`config.mk`:
```
export PLATFORM = sky130hd
export DESIGN_NAME = fixed_delimiter_splitter_core
export DESIGN_NICKNAME = d
export VERILOG_FILES = /design/src/rtl/core/fds_pkg.sv /design/src/rtl/core/fixed_delimiter_splitter_core.sv /design/src/rtl/core/fds_regs.sv /design/src/rtl/core/fds_front.sv /design/src/rtl/core/fds_back.sv
export VERILOG_INCLUDE_DIRS = /design/src /design/src/rtl/core
export SDC_FILE = /design/constraint.sdc
export NUM_CORES = 1
export LEC_CHECK = 0
export BUFFER_PORTS_ARGS = -buffer_cell sky130_fd_sc_hd__buf_2
export CORE_UTILIZATION = 62
export CTS_BUF_LIST = sky130_fd_sc_hd__clkbuf_16
export DETAILED_ROUTE_END_ITERATION = 10
export PLACE_DENSITY = 0.81
export SETUP_SLACK_MARGIN = 0.15
export SYNTH_ARGS = -nofsm -noshare
export SYNTH_HDL_FRONTEND = slang
export SYNTH_HIERARCHICAL = 1
export SYNTH_SLANG_ARGS = --single-unit
```
`constraint.sdc`:
```
create_clock -name i_clk -period 9.43 [get_ports i_clk]
set_input_delay 1.886 -clock i_clk [delete_from_list [all_inputs] [get_ports i_clk]]
set_output_delay 1.886 -clock i_clk [all_outputs]
set_load 0.05 [all_outputs]
```
`src/rtl/core/fixed_delimiter_splitter_core_assert.svh`:
```
// assertion macros for the delimiter splitter
// used by the top level; no other dependencies
`ifndef FIXED_DELIMITER_SPLITTER_CORE_ASSERT_SVH
`define FIXED_DELIMITER_SPLITTER_CORE_ASSERT_SVH
`ifndef SYNTHESIS
`define FDS_ASSERT(lbl, clk, rstn, prop, msg) \
    lbl: assert property (@(posedge clk) disable iff (!rstn) prop) else $error(msg);
`define FDS_ASSERT_ALWAYS(lbl, clk, prop, msg) \
    lbl: assert property (@(posedge clk) prop) else $error(msg);
`else
`define FDS_ASSERT(lbl, clk, rstn, prop, msg)
`define FDS_ASSERT_ALWAYS(lbl, clk, prop, msg)
`endif
`endif

```
`src/rtl/core/fds_pkg.sv`:
```
// shared types and constants for the delimiter splitter
// no dependencies
package fds_pkg;

    localparam int MAX_DELIM = 8;
    localparam int WIN_W     = 8 * MAX_DELIM;
    localparam int LEN_W     = 16;
    localparam logic [LEN_W-1:0] MAX_LEN = 16'hFFFF;

    localparam int QDEPTH = 4;
    localparam int QAW    = $clog2(QDEPTH);
    localparam int QCW    = $clog2(QDEPTH + 1);

    localparam int ADDR_W = 6;
    localparam int DATA_W = 64;

    localparam logic [2:0] REG_DELIM_BYTES = 3'd0;
    localparam logic [2:0] REG_DELIM_LEN   = 3'd1;
    localparam logic [2:0] REG_MAX_PIECES  = 3'd2;
    localparam logic [2:0] REG_UNLIMITED   = 3'd3;
    localparam logic [2:0] REG_OMIT_EMPTY  = 3'd4;

    typedef struct packed {
        logic [WIN_W-1:0] delim_bytes;
        logic [3:0]       delim_len;
        logic [15:0]      max_pieces;
        logic             unlimited;
        logic             omit_empty;
    } t_cfg;

    // one accepted item's worth of results: an optional inner piece and an
    // optional closing result
    typedef struct packed {
        logic             piece_valid;
        logic [LEN_W-1:0] p_start;
        logic [LEN_W-1:0] p_len;
        logic             end_valid;
        logic [LEN_W-1:0] e_start;
        logic [LEN_W-1:0] e_len;
        logic             e_none;
    } t_entry;

endpackage

```
`src/rtl/core/fixed_delimiter_splitter_core.sv`:
```
// Splits byte strings on a programmable delimiter of 1 to 8 bytes and reports
// each piece as start offset and length. One byte is taken per cycle: the
// delimiter compare over the byte window is done in parallel in the front
// end in the cycle the byte is accepted. An item gives at most two results
// (an inner piece and the closing result at string end); these go into a
// 4-entry queue that the result side drains at one result per cycle, so the
// input only waits when that queue fills. Results show up in the cycle after
// the item that caused them. Configuration is meant to be written between
// strings. No clearing pass is needed after reset.
// depends on fds_pkg, fds_regs, fds_front, fds_back and the assertion header
`include "fixed_delimiter_splitter_core_assert.svh"

module fixed_delimiter_splitter_core (
    input  logic                        i_clk,
    input  logic                        i_rst_n,
    input  logic                        push,
    output logic                        full,
    input  logic [7:0]                  i_data_byte,
    input  logic                        i_byte_valid,
    input  logic                        i_string_end,
    output logic                        empty,
    input  logic                        pop,
    output logic [15:0]                 o_piece_start,
    output logic [15:0]                 o_piece_length,
    output logic                        o_last_piece,
    output logic                        o_no_pieces,
    input  logic                        psel,
    input  logic                        penable,
    input  logic                        pwrite,
    input  logic [fds_pkg::ADDR_W-1:0]  paddr,
    input  logic [fds_pkg::DATA_W-1:0]  pwdata,
    output logic [fds_pkg::DATA_W-1:0]  prdata,
    output logic                        pready
);

    fds_pkg::t_cfg   cfg;
    fds_pkg::t_entry entry;
    logic            wr;
    logic            accept;

    assign accept = push && !full;

    fds_regs u_regs (
        .i_clk   (i_clk),
        .i_rst_n (i_rst_n),
        .psel    (psel),
        .penable (penable),
        .pwrite  (pwrite),
        .paddr   (paddr),
        .pwdata  (pwdata),
        .prdata  (prdata),
        .pready  (pready),
        .o_cfg   (cfg)
    );

    fds_front u_front (
        .i_clk        (i_clk),
        .i_rst_n      (i_rst_n),
        .i_cfg        (cfg),
        .i_accept     (accept),
        .i_data_byte  (i_data_byte),
        .i_byte_valid (i_byte_valid),
        .i_string_end (i_string_end),
        .o_wr         (wr),
        .o_entry      (entry)
    );

    fds_back u_back (
        .i_clk          (i_clk),
        .i_rst_n        (i_rst_n),
        .i_wr           (wr),
        .i_entry        (entry),
        .o_full         (full),
        .o_empty        (empty),
        .i_pop          (pop),
        .o_piece_start  (o_piece_start),
        .o_piece_length (o_piece_length),
        .o_last_piece   (o_last_piece),
        .o_no_pieces    (o_no_pieces)
    );

    `FDS_ASSERT(a_full_not_empty, i_clk, i_rst_n, !(full && empty), "queue both full and empty")
    `FDS_ASSERT(a_none_is_last, i_clk, i_rst_n, (!empty && o_no_pieces) |-> (o_last_piece && o_piece_start == 16'd0 && o_piece_length == 16'd0), "no-pieces marker malformed")
    `FDS_ASSERT(a_piece_in_range, i_clk, i_rst_n, !empty |-> ((17'(o_piece_start) + 17'(o_piece_length)) <= 17'(fds_pkg::MAX_LEN)), "piece runs past max length")

endmodule

```
`src/rtl/core/fds_regs.sv`:
```
// configuration registers behind the apb-style port
// depends on fds_pkg
module fds_regs (
    input  logic                        i_clk,
    input  logic                        i_rst_n,
    input  logic                        psel,
    input  logic                        penable,
    input  logic                        pwrite,
    input  logic [fds_pkg::ADDR_W-1:0]  paddr,
    input  logic [fds_pkg::DATA_W-1:0]  pwdata,
    output logic [fds_pkg::DATA_W-1:0]  prdata,
    output logic                        pready,
    output fds_pkg::t_cfg               o_cfg
);

    fds_pkg::t_cfg r_cfg;
    fds_pkg::t_cfg n_cfg;
    logic [2:0]    reg_idx;
    logic          wr_en;

    assign reg_idx = paddr[5:3];
    assign wr_en   = psel && penable && pwrite;
    assign pready  = 1'b1;
    assign o_cfg   = r_cfg;

    always_comb begin
        n_cfg = r_cfg;
        if (wr_en) begin
            case (reg_idx)
                fds_pkg::REG_DELIM_BYTES: n_cfg.delim_bytes = pwdata[fds_pkg::WIN_W-1:0];
                fds_pkg::REG_DELIM_LEN:   n_cfg.delim_len   = pwdata[3:0];
                fds_pkg::REG_MAX_PIECES:  n_cfg.max_pieces  = pwdata[15:0];
                fds_pkg::REG_UNLIMITED:   n_cfg.unlimited   = pwdata[0];
                fds_pkg::REG_OMIT_EMPTY:  n_cfg.omit_empty  = pwdata[0];
                default: ;
            endcase
        end
    end

    always_comb begin
        case (reg_idx)
            fds_pkg::REG_DELIM_BYTES: prdata = fds_pkg::DATA_W'(r_cfg.delim_bytes);
            fds_pkg::REG_DELIM_LEN:   prdata = fds_pkg::DATA_W'(r_cfg.delim_len);
            fds_pkg::REG_MAX_PIECES:  prdata = fds_pkg::DATA_W'(r_cfg.max_pieces);
            fds_pkg::REG_UNLIMITED:   prdata = fds_pkg::DATA_W'(r_cfg.unlimited);
            fds_pkg::REG_OMIT_EMPTY:  prdata = fds_pkg::DATA_W'(r_cfg.omit_empty);
            default:                  prdata = '0;
        endcase
    end

    always_ff @(posedge i_clk) begin
        if (!i_rst_n) begin
            r_cfg.delim_bytes <= '0;
            r_cfg.delim_len   <= 4'd1;
            r_cfg.max_pieces  <= '0;
            r_cfg.unlimited   <= 1'b1;
            r_cfg.omit_empty  <= 1'b0;
        end else begin
            r_cfg <= n_cfg;
        end
    end

endmodule

```
`src/rtl/core/fds_front.sv`:
```
// front end: takes string bytes, runs the delimiter match and piece limit,
// and hands per-item results to the back end; depends on fds_pkg
module fds_front (
    input  logic                   i_clk,
    input  logic                   i_rst_n,
    input  fds_pkg::t_cfg          i_cfg,
    input  logic                   i_accept,
    input  logic [7:0]             i_data_byte,
    input  logic                   i_byte_valid,
    input  logic                   i_string_end,
    output logic                   o_wr,
    output fds_pkg::t_entry        o_entry
);

    logic [fds_pkg::WIN_W-1:0] r_win, n_win;
    logic [fds_pkg::LEN_W-1:0] r_pos, n_pos;
    logic [fds_pkg::LEN_W-1:0] r_seg, n_seg;
    logic [15:0]               r_pe, n_pe;
    logic                      r_lr, n_lr;

    logic [3:0]                eff_len;
    logic                      zero_limit;
    logic [fds_pkg::WIN_W-1:0] win_shift;
    logic [fds_pkg::WIN_W-1:0] tail;
    logic [fds_pkg::WIN_W-1:0] mask;
    logic [6:0]                shamt;
    logic                      match;
    logic [fds_pkg::LEN_W-1:0] after;
    logic [fds_pkg::LEN_W-1:0] span;
    logic [fds_pkg::LEN_W-1:0] piece_len;
    fds_pkg::t_entry           ent;

    // one more piece would reach the limit
    function automatic logic at_limit(input logic [15:0] pe, input fds_pkg::t_cfg cfg);
        logic r;
        r = !cfg.unlimited && (cfg.max_pieces != 16'd0)
            && (({1'b0, pe} + 17'd1) >= {1'b0, cfg.max_pieces});
        return r;
    endfunction

    always_comb begin
        if (i_cfg.delim_len == 4'd0)
            eff_len = 4'd1;
        else if (i_cfg.delim_len > 4'(fds_pkg::MAX_DELIM))
            eff_len = 4'(fds_pkg::MAX_DELIM);
        else
            eff_len = i_cfg.delim_len;
    end

    assign zero_limit = !i_cfg.unlimited && (i_cfg.max_pieces == 16'd0);
    assign win_shift  = {i_data_byte, r_win[fds_pkg::WIN_W-1:8]};
    assign shamt      = 7'(fds_pkg::WIN_W) - {eff_len, 3'b000};
    assign tail       = win_shift >> shamt;

    always_comb begin
        for (int k = 0; k < fds_pkg::MAX_DELIM; k++) begin
            mask[8*k +: 8] = (4'(k) < eff_len) ? 8'hFF : 8'h00;
        end
    end

    assign match     = (tail == (i_cfg.delim_bytes & mask));
    assign after     = (r_pos != fds_pkg::MAX_LEN) ? r_pos + 16'd1 : r_pos;
    assign span      = after - r_seg;
    assign piece_len = span - 16'(eff_len);

    always_comb begin
        n_win = r_win;
        n_pos = r_pos;
        n_seg = r_seg;
        n_pe  = r_pe;
        n_lr  = r_lr;
        ent   = '0;
        if (i_accept) begin
            if (i_byte_valid) begin
                n_win = win_shift;
                n_pos = after;
                if (!zero_limit && !r_lr) begin
                    if (at_limit(r_pe, i_cfg)) begin
                        n_lr = 1'b1;
                    end else if ((span >= 16'(eff_len)) && match) begin
                        if (!i_cfg.omit_empty || (piece_len != '0)) begin
                            ent.piece_valid = 1'b1;
                            ent.p_start     = r_seg;
                            ent.p_len       = piece_len;
                            if (r_pe != 16'hFFFF)
                                n_pe = r_pe + 16'd1;
                        end
                        n_seg = after;
                        if (at_limit(n_pe, i_cfg))
                            n_lr = 1'b1;
                    end
                end
            end
            if (i_string_end) begin
                ent.end_valid = 1'b1;
                if (zero_limit) begin
                    ent.e_none = 1'b1;
                end else if (n_lr || at_limit(n_pe, i_cfg) || !i_cfg.omit_empty
                             || (n_pos > n_seg)) begin
                    ent.e_start = n_seg;
                    ent.e_len   = n_pos - n_seg;
                end else begin
                    // nothing left but delimiters or an empty string
                    ent.e_none = 1'b1;
                end
                n_win = '0;
                n_pos = '0;
                n_seg = '0;
                n_pe  = '0;
                n_lr  = 1'b0;
            end
        end
    end

    assign o_wr    = ent.piece_valid || ent.end_valid;
    assign o_entry = ent;

    always_ff @(posedge i_clk) begin
        if (!i_rst_n) begin
            r_win <= '0;
            r_pos <= '0;
            r_seg <= '0;
            r_pe  <= '0;
            r_lr  <= 1'b0;
        end else begin
            r_win <= n_win;
            r_pos <= n_pos;
            r_seg <= n_seg;
            r_pe  <= n_pe;
            r_lr  <= n_lr;
        end
    end

endmodule

```
`src/rtl/core/fds_back.sv`:
```
// back end: queue of per-item results, drained one result per transfer
// depends on fds_pkg
module fds_back (
    input  logic                        i_clk,
    input  logic                        i_rst_n,
    input  logic                        i_wr,
    input  fds_pkg::t_entry             i_entry,
    output logic                        o_full,
    output logic                        o_empty,
    input  logic                        i_pop,
    output logic [fds_pkg::LEN_W-1:0]   o_piece_start,
    output logic [fds_pkg::LEN_W-1:0]   o_piece_length,
    output logic                        o_last_piece,
    output logic                        o_no_pieces
);

    fds_pkg::t_entry            r_mem [fds_pkg::QDEPTH];
    logic [fds_pkg::QAW-1:0]    r_wptr, n_wptr;
    logic [fds_pkg::QAW-1:0]    r_rptr, n_rptr;
    logic [fds_pkg::QCW-1:0]    r_count, n_count;
    logic                       r_sub, n_sub;

    fds_pkg::t_entry            head;
    logic                       show_piece;
    logic                       take;
    logic                       deq;

    assign head       = r_mem[r_rptr];
    assign o_full     = (r_count == fds_pkg::QCW'(fds_pkg::QDEPTH));
    assign o_empty    = (r_count == '0);
    // inner piece goes first, the closing result after it
    assign show_piece = head.piece_valid && !r_sub;
    assign take       = i_pop && !o_empty;
    assign deq        = take && (!show_piece || !head.end_valid);

    assign o_piece_start  = show_piece ? head.p_start : head.e_start;
    assign o_piece_length = show_piece ? head.p_len : head.e_len;
    assign o_last_piece   = !show_piece;
    assign o_no_pieces    = !show_piece && head.e_none;

    always_comb begin
        n_wptr  = r_wptr;
        n_rptr  = r_rptr;
        n_count = r_count;
        n_sub   = r_sub;
        if (i_wr) begin
            n_wptr = (r_wptr == fds_pkg::QAW'(fds_pkg::QDEPTH - 1)) ? '0 : r_wptr + 1'b1;
        end
        if (deq) begin
            n_rptr = (r_rptr == fds_pkg::QAW'(fds_pkg::QDEPTH - 1)) ? '0 : r_rptr + 1'b1;
            n_sub  = 1'b0;
        end else if (take) begin
            n_sub = 1'b1;
        end
        if (i_wr && !deq)
            n_count = r_count + 1'b1;
        else if (!i_wr && deq)
            n_count = r_count - 1'b1;
    end

    always_ff @(posedge i_clk) begin
        if (i_wr)
            r_mem[r_wptr] <= i_entry;
    end

    always_ff @(posedge i_clk) begin
        if (!i_rst_n) begin
            r_wptr  <= '0;
            r_rptr  <= '0;
            r_count <= '0;
            r_sub   <= 1'b0;
        end else begin
            r_wptr  <= n_wptr;
            r_rptr  <= n_rptr;
            r_count <= n_count;
            r_sub   <= n_sub;
        end
    end

endmodule
```
Word level (Yosys, flattened, before mapping). Memory sizes are Yosys's and may differ from the RTL's. A register that Yosys moved wholly into a read port is not among the register bits. Index checks and enable logic that the tools add are counted.

Bits in registers: 207. Memory bits (writable): 268. Output and inout bits: 101. Word-level logic and storage cells: 167. Memories: 1.

Add/subtract/negate cells: 13. Order comparisons: 14. Equality and inequality tests: 10. Shift-type cells: 1. Multiplexer cells: 64. Bitwise gates (word level): 2. Reduce and logical (&&, ||, !) cells: 48.

Memories: u_back.r_mem (depth 4, width 67, rd ports 1, clocked after Yosys merged registers in 1, write ports 1, RTL line fds_back.sv:17) `fds_pkg::t_entry r_mem [fds_pkg::QDEPTH];`.

Operators with widths (count): 2-to-1 mux 16 bit (25); case mux 64 bit (5 select lines) (1); 2-to-1 mux 33 bit (5); 2-to-1 mux 64 bit (2); 2-to-1 mux 67 bit (1); bitwise AND 64 bit (1); == test 64 bit (1); 2-to-1 mux 32 bit (2); 2-to-1 mux 8 bit (8); >> shifter 64 x 7 -> 64 bit (1); adder 16 x 1 -> 17 bit (second input constant) (3); >= comparator 17 x 16 -> 1 bit (3); 2-to-1 mux 34 bit (1); adder 16 x 1 -> 16 bit (second input constant) (2); != test 16 bit (second input constant) (2); nonzero test 16 bit (2); subtractor 16 bit (2); >= comparator 16 x 4 -> 1 bit (1); greater-than comparator 16 bit (1); logical AND 1 bit (16); logical NOT 16 bit (1); < comparator 3 x 4 -> 1 bit (first input constant) (4); subtractor 16 x 4 -> 16 bit (1); AND reduction 2 bit (6); other kinds (22) (60).

Depth between registers and ports, before layout.
Word-level depth: 34. Depth in mapped cells: 44. Mapped depth without buffers: 41.

Modules after synthesis. Netlist, hierarchy kept.

Modules (own cells, without submodules): fds_front (instances 1, cells an instance 1818, area an instance 13872.1 um^2, seq. area each 2102.0 um^2); fds_back (instances 1, cells an instance 443, area an instance 10642.7 um^2, seq. area each 8247.9 um^2); fds_regs (instances 1, cells an instance 448, area an instance 4003.8 um^2, seq. area each 1721.7 um^2); fixed_delimiter_splitter_core (instances 1, cells an instance 1, area an instance 13.8 um^2, seq. area each 0.0 um^2).

Worst setup path before layout. OpenSTA, ideal clock, no wires.

Path type: flip-flop to flip-flop. Start: register u_front/r_pos[4] (netlist name). End: memory u_back/r_mem[0][14] (netlist name), data pin. Setup time: 286 ps. Data arrival time: 8417 ps. Setup slack: 727 ps. Stages on the path, launching flop included: 41. Path buffers: 3. Period minus slack after synthesis: 8703 ps. Cells stage by stage: dfxtp_1 clkbuf_1 nand4_1 or2_2 inv_1 and2_0 nand3_1 nor2_1 xor2_1 ha_1 inv_1 fa_1 a211oi_1 o21ai_2 a31oi_2 xor2_1 o21ai_1 or3_1 [... 5 more ...] ha_1 xor2_1 xnor2_1 ha_1 o21a_1 o21a_1 o21a_1 o21a_1 o21a_1 o21ai_0 nand2b_1 a21oi_1 o21ai_0 a31oi_1 o21a_1 o221a_4 buf_6 nor3_2.

RTL lines: start: declaration (RTL line fds_front.sv:16) `logic [fds_pkg::LEN_W-1:0] r_pos, n_pos;`; start signal: assignment (RTL line fds_front.sv:127) `r_pos <= n_pos;`; end: declaration (RTL line fds_back.sv:17).

==> out/metrics.csv <==
metric,value,unit
GRT overflow,0,
share of layout cells above drive strength 1,19.9,%
Setup crit end kind,register,
most frequent cells in the layout,"289 x nand2_1, 268 x edfxtp_1, 196 x dfxtp_1",
Required @ worst endpoint,9.73,ns
Post-Syn Area,0.0285,sq mm
vias in the first global route,22300,
Syn Nets,2896,
number of synthesized register bits,469,
worst reg2reg setup slack,0.37,ns
CP Max Fanout,12,
run status,"complete, no violations",
post-synthesis sequential area ratio,42.3,%
drt initial violations,2452,
DRC errors left,0,
Cell Rows,78,
Core Box Area,0.0454,sq mm
Worst Max-Slew Pin Slew,1.14,ns
TritonCTS Sinks,469,
Post-Route Skew,0.0211,ns
placed inst area,0.0301,sq mm
setup repair after global routing missed its margin,no,
clock slew at reported path FFs,0.06,ns
fin area,0.0319,sq mm
Routed WL,84.0,mm
relative slew slack,24.1,%
Synth area leaders,"edfxtp_1 28%, dfxtp_1 14%, mux4_2 5.5%, mux2i_1 4.8%, ha_1 4.2%",
grt met2 use,57.2,%
"Min Clock Period, post-route",9.06,ns
Worst-Skew Late Latency,0.60,ns
chip height,217,um
total global-route track usage,35.1,%
CTS Hold Bufs,0,
Setup WS pre-CTS,0.239,ns
Post-synth EDFFs,268,
met1 usage,46.8,%
TritonRoute pass-1 iters,8,
PD cells,175,mW/mm^2
most used cell along the critical path,a21o_1,
Setup TNS,0,ns
fin crit share,96.1,%
Avg Inst Size Synth,10.5,sq um
initial antenna violation count,0,
MaxCap Viol Count,0,
"most common cell after layout, fill and taps aside",nand2_1,
vias,23000,
Slew Limit Fails,0,
r2r startpoint,u_front/r_pos[5],
setup ws final,0.368,ns
WS Path Type,reg2reg,
P&R area growth vs syn,12.0,%
WP data arrival,9.36,ns
Total Power,5.58,mW
ys async rst share,0,%
"slowest stage delay, CP",0.46,ns
die area,0.0469,sq mm
Synth area leader,edfxtp_1,
RD Place Congestion,0.965,
global-route wire length before repair,128,mm
final setup vio count,0,
Yosys cell types,113,
pin count of the biggest net entering global routing,110,
# IOs,188,
CP startpoint,u_front/r_pos[5],
number of vias per cell,6.59,
CTS Buf Count,48,
leakage,11.8,nW
clock buffer depth,3,
drt wl/cell,24.1,um
starting density of the core,62.9,%
worst r2r dst,u_back/r_mem[2][27],
Cells after Synth,2710,
root buffer cell,clkbuf_16,
antenna cells,0,
antenna-violating nets left,0,
synth warn,6,
number of port buffers,183,
grt peak-use layer,met2,
crit path capture,u_back/r_mem[2][27],
Hold WC Path Type,reg2reg,
Main synth FF type,edfxtp_1,
fmax,0.110,GHz
Max VDD drop,291,uV
H-tree levels,2,
top cell type's share of synthesized area,28.2,%
TritonCTS clock tree,built,
"Net count, final",3038,
worst r2r path cells,39,
met3 Use GR,5.57,%
Slowest cell on crit path,fa_1,
Worst setup SP type,register,
Die X,217,um
Final Hold Fails,0,
HPWL after DPL,58.4,mm
-- stage by stage --
step                      std cells  hold WS (ns)  util, %
after CTS                      3483         0.478     70.0
after floorplan                2710         0.443        -
after detailed placement       3395         0.469     66.2
final                          3490         0.477     70.4
after global placement         3395         0.457     66.2
after global routing           3490         0.497     70.4
-- layer usage --
layer	vias to the layer above	wire, um
met5	-	0
met4	0	3550
met3	238	6350
met2	1203	39600
met1	11200	34500
li1	10400	-
-- cell families after synthesis --
| kind of cell | Yosys count | share of synthesized area [%] |
|---|---|---|
| simple gates | 944 | 17.6 |
| compound gates | 538 | 13.9 |
| flops | 469 | 42.3 |
| mux | 263 | 13.0 |
| buf+inv | 257 | 4.36 |
| xor+xnor | 139 | 4.33 |
| fa+ha+maj | 99 | 4.45 |
| other cells | 1 | 0.0131 |
-- worst max-delay path: cells and delay by family (launching register included) --
family	cells	cell delay, ns
AO/OA/AOI/OAI	15	3.14
adder cells (fa/ha/maj)	4	1.42
AND/OR/NAND/NOR	12	2.28
flip-flops	1	0.39
buffers and inverters	5	0.69
multiplexers	1	0.42
XOR/XNOR	2	0.40
-- report_power, final --
part | internal, mW | switching [mW] | leakage [nW]
clock network | 1.23 | 0.842 | 0.851
registers | 2.21 | 0.0548 | 4.21
logic | 0.449 | 0.799 | 6.72
-- synthesized netlist by cell type (21+ instances only) --
| master | count |
|---|---|
| o21ai_0 | 63 |
| o21a_1 | 26 |
| xnor2_1 | 93 |
| o22ai_1 | 30 |
| buf_2 | 36 |
| edfxtp_1 | 268 |
| and3_1 | 23 |
| nor2b_1 | 141 |
| nand4_1 | 33 |
| a32oi_1 | 30 |
| or3_1 | 23 |
| a22oi_1 | 80 |
| mux4_2 | 70 |
| nand3_1 | 60 |
| a21o_1 | 31 |
| nor2_1 | 120 |
| nand2_1 | 291 |
| mux2_2 | 48 |
| ha_1 | 95 |
| inv_1 | 67 |
| and2_1 | 96 |
| nor3_1 | 35 |
| dfxtp_1 | 201 |
| nand2b_1 | 21 |
| xor2_1 | 45 |
| a21oi_1 | 78 |
| mux2i_1 | 136 |
| clkbuf_1 | 114 |
-- worst min path at each step --
stage,start,cells past startpoint,to
global route,u_regs/o_cfg[69],2,u_regs/o_cfg[69]
CTS,u_regs/o_cfg[43],2,u_regs/o_cfg[43]
global placement,u_regs/o_cfg[44],2,u_regs/o_cfg[44]
floorplan,u_regs/o_cfg[38],2,u_regs/o_cfg[38]
finish,u_regs/o_cfg[43],2,u_regs/o_cfg[43]
detailed placement,u_regs/o_cfg[43],2,u_regs/o_cfg[43]
-- timing repair --
action                     in CTS  in global routing
pin swaps                       0                  9
setup endpoints to repair       9                132
setup buffers                   0                  7
gates resized for setup         3                 27
-- final cells by class --
| class | instances | area, sq um |
|---|---|---|
| multi-input combinational | 1984 | 15400 |
| fill | 3245 | 13400 |
| sequential | 469 | 12100 |
| timing repair buffer | 281 | 1770 |
| clock buffer | 49 | 1230 |
| tap | 600 | 751 |
| clock inverter | 39 | 480 |
| inverter | 68 | 255 |
-- sequential cells by signal, indices dropped and copies added, names as in the netlist, named ones only --
name and count:
u_front/r_lr 1, u_front/r_pos 16, u_back/r_wptr 2, u_back/r_rptr 2
u_back/r_sub 1, u_front/r_win 56, u_front/r_pe 16, u_front/r_seg 16
u_back/r_count 3, u_regs/o_cfg 86, u_back/r_mem 268
Note: power is estimated with default switching activity, not from simulation.
